### src/sv/tem_pkg.sv
`timescale 1ns / 1ps
// Shared types and constants for the threshold edge map block.
// Used by tem_line_ram and threshold_edge_map; depends on nothing.
package tem_pkg;

   localparam int MAX_WIDTH  = 1024;
   localparam int MAX_HEIGHT = 1024;

   localparam int PIX_BITS = 8;
   localparam int DIM_BITS = 11;
   localparam int COL_BITS = $clog2(MAX_WIDTH);
   localparam int ROW_BITS = $clog2(MAX_HEIGHT);
   // Comparison width that holds a dimension register, a clamp bound and a counter.
   localparam int CMP_BITS = ((DIM_BITS > $clog2(MAX_WIDTH + 1)) ? DIM_BITS :
                             (($clog2(MAX_WIDTH + 1) > $clog2(MAX_HEIGHT + 1)) ?
                              $clog2(MAX_WIDTH + 1) : $clog2(MAX_HEIGHT + 1))) + 1;

   localparam int CSR_IDX_BITS = 2;
   localparam logic [CSR_IDX_BITS-1:0] CSR_THRESHOLD = 2'd0;
   localparam logic [CSR_IDX_BITS-1:0] CSR_WIDTH     = 2'd1;
   localparam logic [CSR_IDX_BITS-1:0] CSR_HEIGHT    = 2'd2;

   localparam logic [PIX_BITS-1:0] THRESHOLD_RESET = 8'd70;
   localparam logic [DIM_BITS-1:0] WIDTH_RESET     = 11'd640;
   localparam logic [DIM_BITS-1:0] HEIGHT_RESET    = 11'd480;
   localparam logic [PIX_BITS-1:0] EDGE_ON         = 8'd255;
   localparam logic [PIX_BITS-1:0] EDGE_OFF        = 8'd0;

   // One read-modify-write access of the line store.
   typedef struct packed {
      logic                enable;
      logic [COL_BITS-1:0] addr;
      logic                wbit;
   } ram_req_type;

endpackage

### src/sv/tem_line_ram.sv
`timescale 1ns / 1ps
// One-bit line store holding the binary values of the previous row.
// Depends on tem_pkg; read-first, registered read data, one access per cycle.
module tem_line_ram
   import tem_pkg::*;
(
   input  logic        clock,
   input  ram_req_type ram_req,
   output logic        rd_bit
);

   logic mem [MAX_WIDTH];
   logic rd_bit_ff;

   // The old value comes out while the new one goes in, so the pixel above
   // is fetched and replaced by the current pixel in the same access.
   always_ff @(posedge clock) begin
      if (ram_req.enable) begin
         rd_bit_ff <= mem[ram_req.addr];
         mem[ram_req.addr] <= ram_req.wbit;
      end
   end

   assign rd_bit = rd_bit_ff;

endmodule

### src/sv/threshold_edge_map.sv
`timescale 1ns / 1ps
// Top level of the binary threshold edge map over a raster pixel stream.
// Depends on tem_pkg and tem_line_ram.
//
//   channel   direction  handshake              payload
//   req_      in         req_valid / req_stall  req_grey_pixel
//   rsp_      out        rsp_valid / rsp_stall  rsp_edge_pixel, rsp_end_of_row,
//                                               rsp_end_of_frame
//   csr_      in         csr_write_enable       csr_index, csr_write_data
//
// One item per cycle sustained while the output is not stalled. An accepted item
// is registered in the s1 stage, alongside the registered read of the line store,
// and then in the output register, from which its result can leave.
// Reset clears the counters, the left bit, the pipeline valids and restores the
// registers; the line store is not cleared and needs no clearing pass.
// A stalled output holds the whole pipeline; req_stall rises in the same cycle.
module threshold_edge_map
   import tem_pkg::*;
(
   input  logic                    clock,
   input  logic                    reset,
   input  logic                    req_valid,
   output logic                    req_stall,
   input  logic [PIX_BITS-1:0]     req_grey_pixel,
   output logic                    rsp_valid,
   input  logic                    rsp_stall,
   output logic [PIX_BITS-1:0]     rsp_edge_pixel,
   output logic                    rsp_end_of_row,
   output logic                    rsp_end_of_frame,
   input  logic                    csr_write_enable,
   input  logic [CSR_IDX_BITS-1:0] csr_index,
   input  logic [DIM_BITS-1:0]     csr_write_data
);

   logic [PIX_BITS-1:0] threshold_ff;
   logic [DIM_BITS-1:0] width_ff;
   logic [DIM_BITS-1:0] height_ff;

   logic [COL_BITS-1:0] col_ff, col_in;
   logic [ROW_BITS-1:0] row_ff, row_in;
   logic                left_ff;

   logic s1_valid_ff, s1_bit_ff, s1_left_ff, s1_col_nz_ff, s1_row_nz_ff;
   logic s1_eor_ff, s1_eof_ff;

   logic                rsp_valid_ff;
   logic [PIX_BITS-1:0] rsp_edge_ff;
   logic                rsp_eor_ff, rsp_eof_ff;

   logic                advance, accept, pix_bit, last_col, last_row, edge_hit, rd_above;
   logic [CMP_BITS-1:0] w_use, h_use;
   ram_req_type         ram_req;

   always_ff @(posedge clock) begin
      if (reset) begin
         threshold_ff <= THRESHOLD_RESET;
         width_ff     <= WIDTH_RESET;
         height_ff    <= HEIGHT_RESET;
      end else if (csr_write_enable) begin
         case (csr_index)
            CSR_THRESHOLD: threshold_ff <= csr_write_data[PIX_BITS-1:0];
            CSR_WIDTH:     width_ff     <= csr_write_data;
            CSR_HEIGHT:    height_ff    <= csr_write_data;
            default:       ;
         endcase
      end
   end

   // Geometry in use is the register value held to the supported range.
   always_comb begin
      w_use = CMP_BITS'(width_ff);
      if (w_use < CMP_BITS'(2)) w_use = CMP_BITS'(2);
      else if (w_use > CMP_BITS'(MAX_WIDTH)) w_use = CMP_BITS'(MAX_WIDTH);
      h_use = CMP_BITS'(height_ff);
      if (h_use < CMP_BITS'(2)) h_use = CMP_BITS'(2);
      else if (h_use > CMP_BITS'(MAX_HEIGHT)) h_use = CMP_BITS'(MAX_HEIGHT);
   end

   assign advance   = !rsp_valid_ff || !rsp_stall;
   assign req_stall = !advance;
   assign accept    = req_valid && advance;
   assign pix_bit   = (req_grey_pixel < threshold_ff);
   assign last_col  = (CMP_BITS'(col_ff) >= w_use - CMP_BITS'(1));
   assign last_row  = (CMP_BITS'(row_ff) >= h_use - CMP_BITS'(1));

   always_comb begin
      col_in = col_ff;
      row_in = row_ff;
      if (accept) begin
         if (last_col) begin
            col_in = '0;
            row_in = last_row ? '0 : row_ff + ROW_BITS'(1);
         end else begin
            col_in = col_ff + COL_BITS'(1);
         end
      end
   end

   always_comb begin
      ram_req.enable = accept;
      ram_req.addr   = col_ff;
      ram_req.wbit   = pix_bit;
   end

   tem_line_ram u_line_ram (
      .clock   (clock),
      .ram_req (ram_req),
      .rd_bit  (rd_above)
   );

   always_ff @(posedge clock) begin
      if (reset) begin
         col_ff       <= '0;
         row_ff       <= '0;
         left_ff      <= 1'b0;
         s1_valid_ff  <= 1'b0;
         rsp_valid_ff <= 1'b0;
      end else begin
         col_ff <= col_in;
         row_ff <= row_in;
         if (accept) left_ff <= pix_bit;
         if (advance) begin
            s1_valid_ff  <= accept;
            rsp_valid_ff <= s1_valid_ff;
         end
      end
   end

   always_ff @(posedge clock) begin
      if (accept) begin
         s1_bit_ff    <= pix_bit;
         s1_left_ff   <= left_ff;
         s1_col_nz_ff <= (col_ff != '0);
         s1_row_nz_ff <= (row_ff != '0);
         s1_eor_ff    <= last_col;
         s1_eof_ff    <= last_col && last_row;
      end
   end

   assign edge_hit = (s1_row_nz_ff && (rd_above != s1_bit_ff)) ||
                     (s1_col_nz_ff && (s1_left_ff != s1_bit_ff));

   always_ff @(posedge clock) begin
      if (advance && s1_valid_ff) begin
         rsp_edge_ff <= edge_hit ? EDGE_ON : EDGE_OFF;
         rsp_eor_ff  <= s1_eor_ff;
         rsp_eof_ff  <= s1_eof_ff;
      end
   end

   assign rsp_valid        = rsp_valid_ff;
   assign rsp_edge_pixel   = rsp_edge_ff;
   assign rsp_end_of_row   = rsp_eor_ff;
   assign rsp_end_of_frame = rsp_eof_ff;

   a_eof_on_eor: assert property (@(posedge clock) disable iff (reset)
      rsp_valid_ff |-> (!rsp_eof_ff || rsp_eor_ff))
      else $error("end of frame without end of row");

   a_edge_code: assert property (@(posedge clock) disable iff (reset)
      rsp_valid_ff |-> (rsp_edge_ff == EDGE_ON || rsp_edge_ff == EDGE_OFF))
      else $error("edge pixel is neither on nor off");

   a_col_wrap: assert property (@(posedge clock) disable iff (reset)
      accept && last_col |=> col_ff == '0)
      else $error("column counter did not wrap at end of row");

   a_col_step: assert property (@(posedge clock) disable iff (reset)
      accept && !last_col |=> col_ff == $past(col_ff) + COL_BITS'(1))
      else $error("column counter did not advance");

   a_no_accept_full: assert property (@(posedge clock) disable iff (reset)
      rsp_valid_ff && rsp_stall && s1_valid_ff |=> s1_valid_ff)
      else $error("item in flight lost under stall");

endmodule
### config.mk
export PLATFORM = sky130hd
export DESIGN_NAME = threshold_edge_map
export DESIGN_NICKNAME = d
export VERILOG_FILES = /design/src/sv/tem_pkg.sv /design/src/sv/tem_line_ram.sv /design/src/sv/threshold_edge_map.sv
export SDC_FILE = /design/constraint.sdc
export NUM_CORES = 2
export LEC_CHECK = 0
export BUFFER_PORTS_ARGS = -buffer_cell sky130_fd_sc_hd__buf_4
export CORE_UTILIZATION = 40
export DETAILED_ROUTE_END_ITERATION = 10
export GPL_TIMING_DRIVEN = 0
export PLACE_DENSITY_LB_ADDON = 0.1
export SYNTH_ARGS = -nofsm -noshare
export SYNTH_HDL_FRONTEND = slang
export SYNTH_SLANG_ARGS = --single-unit
### constraint.sdc
create_clock -name clock -period 28.7 [get_ports clock]
set_clock_uncertainty 0.2 [all_clocks]
set_input_delay 4.305 -clock clock [delete_from_list [all_inputs] [get_ports clock]]
set_output_delay 4.305 -clock clock [all_outputs]
set_load 0.05 [all_outputs]
==> impl_metrics.tcl <==
set metrics [dict create \
    numClockSinks 1087 \
    num-fill-cells 10910 \
    synth_area_leaders "edfxtp_1 (65%), nor2_1 (8.6%), mux2i_1 (8.1%)" \
    multi_input_comb_area_um2 14180 \
    grt_setup_unrepaired "no" \
    synth-xor-area-share 0.002744 \
    initial_core_util 0.4043 \
    setup.worst_path.class "in2out" \
    drive_above_1_share 0.1001 \
    critPathCaptureType "output pin" \
    grt_antenna_before_repair 7 \
    grt_first_pass_wirelength_mm 257.1 \
    grtUsageMet2 0.4846 \
    ports 38 \
    combPwrFrac 0.079 \
    violations_in_the_final_reports "max-capacitance violations, max-slew violations" \
    irDropWorstVdd_mv 0.05057 \
    synth-seq-cells 1087 \
    maximum_level_of_the_cts_h_tree 3 \
    num-nets-final 3972 \
    setup.reg_to_reg.worst_slack_ps 22640 \
    critPathRequiredTime_ps 24190 \
    firstDrtPassIters 6 \
    total_routed_length_mm 191.8 \
    fin_worst_hold_slack_ps 229.0 \
    post_cts.resized_instances 0 \
    place.gp.congestion 0.9237 \
    ctsLongestPathBuffers 3 \
    finalSetupViolCount 0 \
    number_of_enable_flip_flop_cells_after_synthesis 1034 \
    pwr-share-clk 0.422 \
    internal-power_w 0.002734 \
    post-cts-setup-buffer-count 0 \
    cellLeakagePower_nw 16.18 \
    post_drt_wl_per_cell_um 34.20 \
    worst-slew-pin-transition_ps 1614 \
    maxSlewHeadroom -0.07577 \
    dieHeight_um 348.0 \
    finalCriticalPeriod_ps 9565 \
    worst_skew_pair.late_latency_ps 740 \
    synth_top_family_by_area "simple AND/OR/NAND/NOR gates" \
    dpl_worst_slack_ps 19180 \
    place_area_um2 50540 \
    final_core_utilization 0.4590 \
    hold_buffers 0 \
    grt_most_used_layer "met2" \
    synthesis.instances 3737 \
    cts-buffers-inserted 119 \
    synth_warnings 0 \
    netlist_area_um2 47870 \
    synthArstFlopShare 0 \
    stdcell_area_um2 54340 \
    hold_critical_path_endpoint "rsp_end_of_row" \
    start_kind "primary input" \
    routed-via-count 33640 \
    p_sw_frac 0.2376 \
    grt_overflow_total 0 \
    post-route-worst-setup-slack_ps 19140 \
    timing.final.max_slew_violations 44 \
    floorplan.die_area_um2 121100 \
    grt_util_met1 0.4209 \
    postRouteAntennaNets 0 \
    worst-endpoint-arrival_ps 5060 \
    die_w_um 348.0 \
    post-route-period-util 0.3333 \
    grt_pass1_vias 31410 \
    synth.avg_cell_area_um2 12.81 \
    worstHoldPathCells 0 \
    drt-vias-per-instance 5.998 \
    reg2reg_from "col_ff[1]" \
    finalHoldViolCount 0 \
    cts_root_buffer "clkbuf_16" \
    clkTransAtPathRegs_ps 60 \
    track_usage 0.3127 \
    synth_top_flop_cell "edfxtp_1" \
    outcome "finished with violations" \
    synth-compound-area-share 0.04590 \
    seq_area_frac_synth 0.6708 \
    worstHoldStart "s1_eor_ff" \
    post_syn_nets 3798 \
    cp_max_fo 8 \
    sequentialPowerShare 0.498 \
    timing.max_cap.violations 5 \
    core_box_area_um2 118400 \
    synthToLayoutAreaGrowth_pct 13.52 \
    core_rows 126 \
    synth.largest_area_cell "edfxtp_1" \
    largest_net_degree_at_the_start_of_global_routing 105 \
    dp.final_hpwl_mm 119.4 \
    worst_hold_path_type "reg2reg" \
    post_synth_and_or_nand_nor_area_fraction 0.1250 \
    yosysUniqueCellTypes 67 \
    grtUsageMet3 0.06968 \
    drt_iter0_drc 5402 \
    maxClockFrequency_mhz 104.5 \
    synthAdderAreaFrac 0.009148 \
    seq_area_um2 32110 \
    synth_top_area_frac 0.6486 \
    cellPowerDensity_nw_per_um2 65.99 \
    power.net_switching_w 0.0008521 \
    muxShareOfSynthArea 0.1130 \
    reg2reg_depth 13 \
    port_buffers 36 \
    worst_r2r_endpoint "u_line_ram.mem[628]" \
    drcViolationCount 0 \
    tritoncts_clock_tree "built" \
]
==> placed cells by master (no fill, tap or decap), types with 9 or more instances in the layout <==
master | synthesis | layout
nor2_1 | 1092 | 1092
inv_1 | 19 | 19
o31ai_1 | 10 | 10
mux2i_1 | 389 | 389
ha_1 | 35 | 35
nand3_1 | 25 | 25
clkinv_1 | 2 | 29
nor2b_1 | 13 | 13
o22ai_1 | 177 | 177
o21ai_0 | 28 | 28
clkinv_2 | 0 | 24
nand2_1 | 164 | 164
buf_4 | 29 | 66
nand4_1 | 13 | 13
buf_16 | 0 | 12
a21oi_1 | 40 | 40
dfxtp_1 | 53 | 53
clkbuf_16 | 0 | 125
and3_1 | 11 | 11
a22oi_1 | 14 | 14
nor4_1 | 22 | 22
edfxtp_1 | 1034 | 1034
a31oi_1 | 16 | 16
buf_1 | 51 | 49
buf_2 | 71 | 73
a21o_1 | 12 | 12
bufinv_16 | 0 | 9
clkbuf_1 | 177 | 200
mux4_2 | 56 | 56
nor3_1 | 24 | 23
or4_1 | 22 | 22
==> kinds of logic (layout without fill, tap and decap cells) <==
| group | count (synthesis) | after routing |
|---|---|---|
| and+or+nand+nor | 1446 | 1446 |
| DFF | 1087 | 1087 |
| muxes | 457 | 457 |
| buffers and inverters | 355 | 624 |
| AOI/OAI and AO/OA | 342 | 342 |
| adders and majority gates | 35 | 35 |
| xor gates and xnor gates | 15 | 15 |
| other | 0 | 3 |
==> synthesized netlist by cell type, drive strengths merged, types with 10 or more instances <==
master  count
or4        22
nand2     164
nor2b      13
o22ai     177
nor3       24
edfxtp   1034
and3       11
nor2     1093
o31ai      10
nand3      26
o21ai      28
nand4      13
nor4       22
buf       157
mux4       64
ha         35
a21oi      40
a21o       12
inv        19
a31oi      16
dfxtp      53
mux2i     389
a22oi      14
clkbuf    177
==> flip-flops by register name, summed over array words and instances, names as in the netlist <==
signal	flops
u_line_ram.mem	1024
height_ff	11
width_ff	11
col_ff	10
row_ff	10
threshold_ff	8
left_ff	1
rsp_edge_pixel	1
rsp_end_of_frame	1
rsp_end_of_row	1
rsp_valid	1
s1_bit_ff	1
s1_col_nz_ff	1
s1_eof_ff	1
s1_eor_ff	1
s1_left_ff	1
s1_row_nz_ff	1
s1_valid_ff	1
u_line_ram.rd_bit	1
==> per-stage QoR <==
stage          total power, W  setup TNS [ps]  std cells
6_report             0.003586               0       5609
2_1_floorplan        0.002035               0       3737
3_5_place_dp         0.002096               0       5388
4_1_cts              0.003579               0       5604
3_3_place_gp         0.002204        -3193370       5373
5_1_grt              0.003649               0       5606
==> worst max-delay path: stages <==
cell and delay (ps):
buf_4 110, nand2_1 260, inv_1 160, buf_4 220
==> power by group through the flow <==
stage               clock network [W]  logic [W]  registers [W]
global placement                    0   0.000258        0.00195
detailed placement                  0   0.000275        0.00182
CTS                           0.00152   0.000276        0.00179
global route                  0.00157   0.000290        0.00179
floorplan                           0   0.000146        0.00189
finish                        0.00152   0.000284        0.00179
==> worst max-delay path by stage <==
stage	start	to	slack, ps	cells after the start
6_report	rsp_stall	req_stall	19140	4
5_1_grt	rsp_stall	req_stall	19110	4
4_1_cts	rsp_stall	req_stall	19170	4
3_5_place_dp	rsp_stall	req_stall	19180	4
3_3_place_gp	req_grey_pixel[1]	u_line_ram.mem[266]	-3260	8
2_1_floorplan	req_grey_pixel[1]	s1_bit_ff	7960	7
==> area by class of cell <==
| cell class | instances | share of cell area |
|---|---|---|
| Clock buffer | 152 | 0.05943 |
| Clock inverter | 64 | 0.009831 |
| Buffer | 334 | 0.02816 |
| Antenna cell | 3 | 0.0001381 |
| Sequential cell | 1087 | 0.5909 |
| Inverter | 21 | 0.001451 |
| Tap cell | 1600 | 0.03684 |
| Timing Repair Buffer | 53 | 0.01232 |
| Multi-Input combinational cell | 2295 | 0.2609 |
==> per-layer routing <==
layer  share of wire  routed length (µm)
met1            0.39               75690
met2            0.45               86270
met3            0.11               20770
met4           0.047                9063
met5         0.00013                  25
No activity file was read; power rests on OpenSTA's default activity.
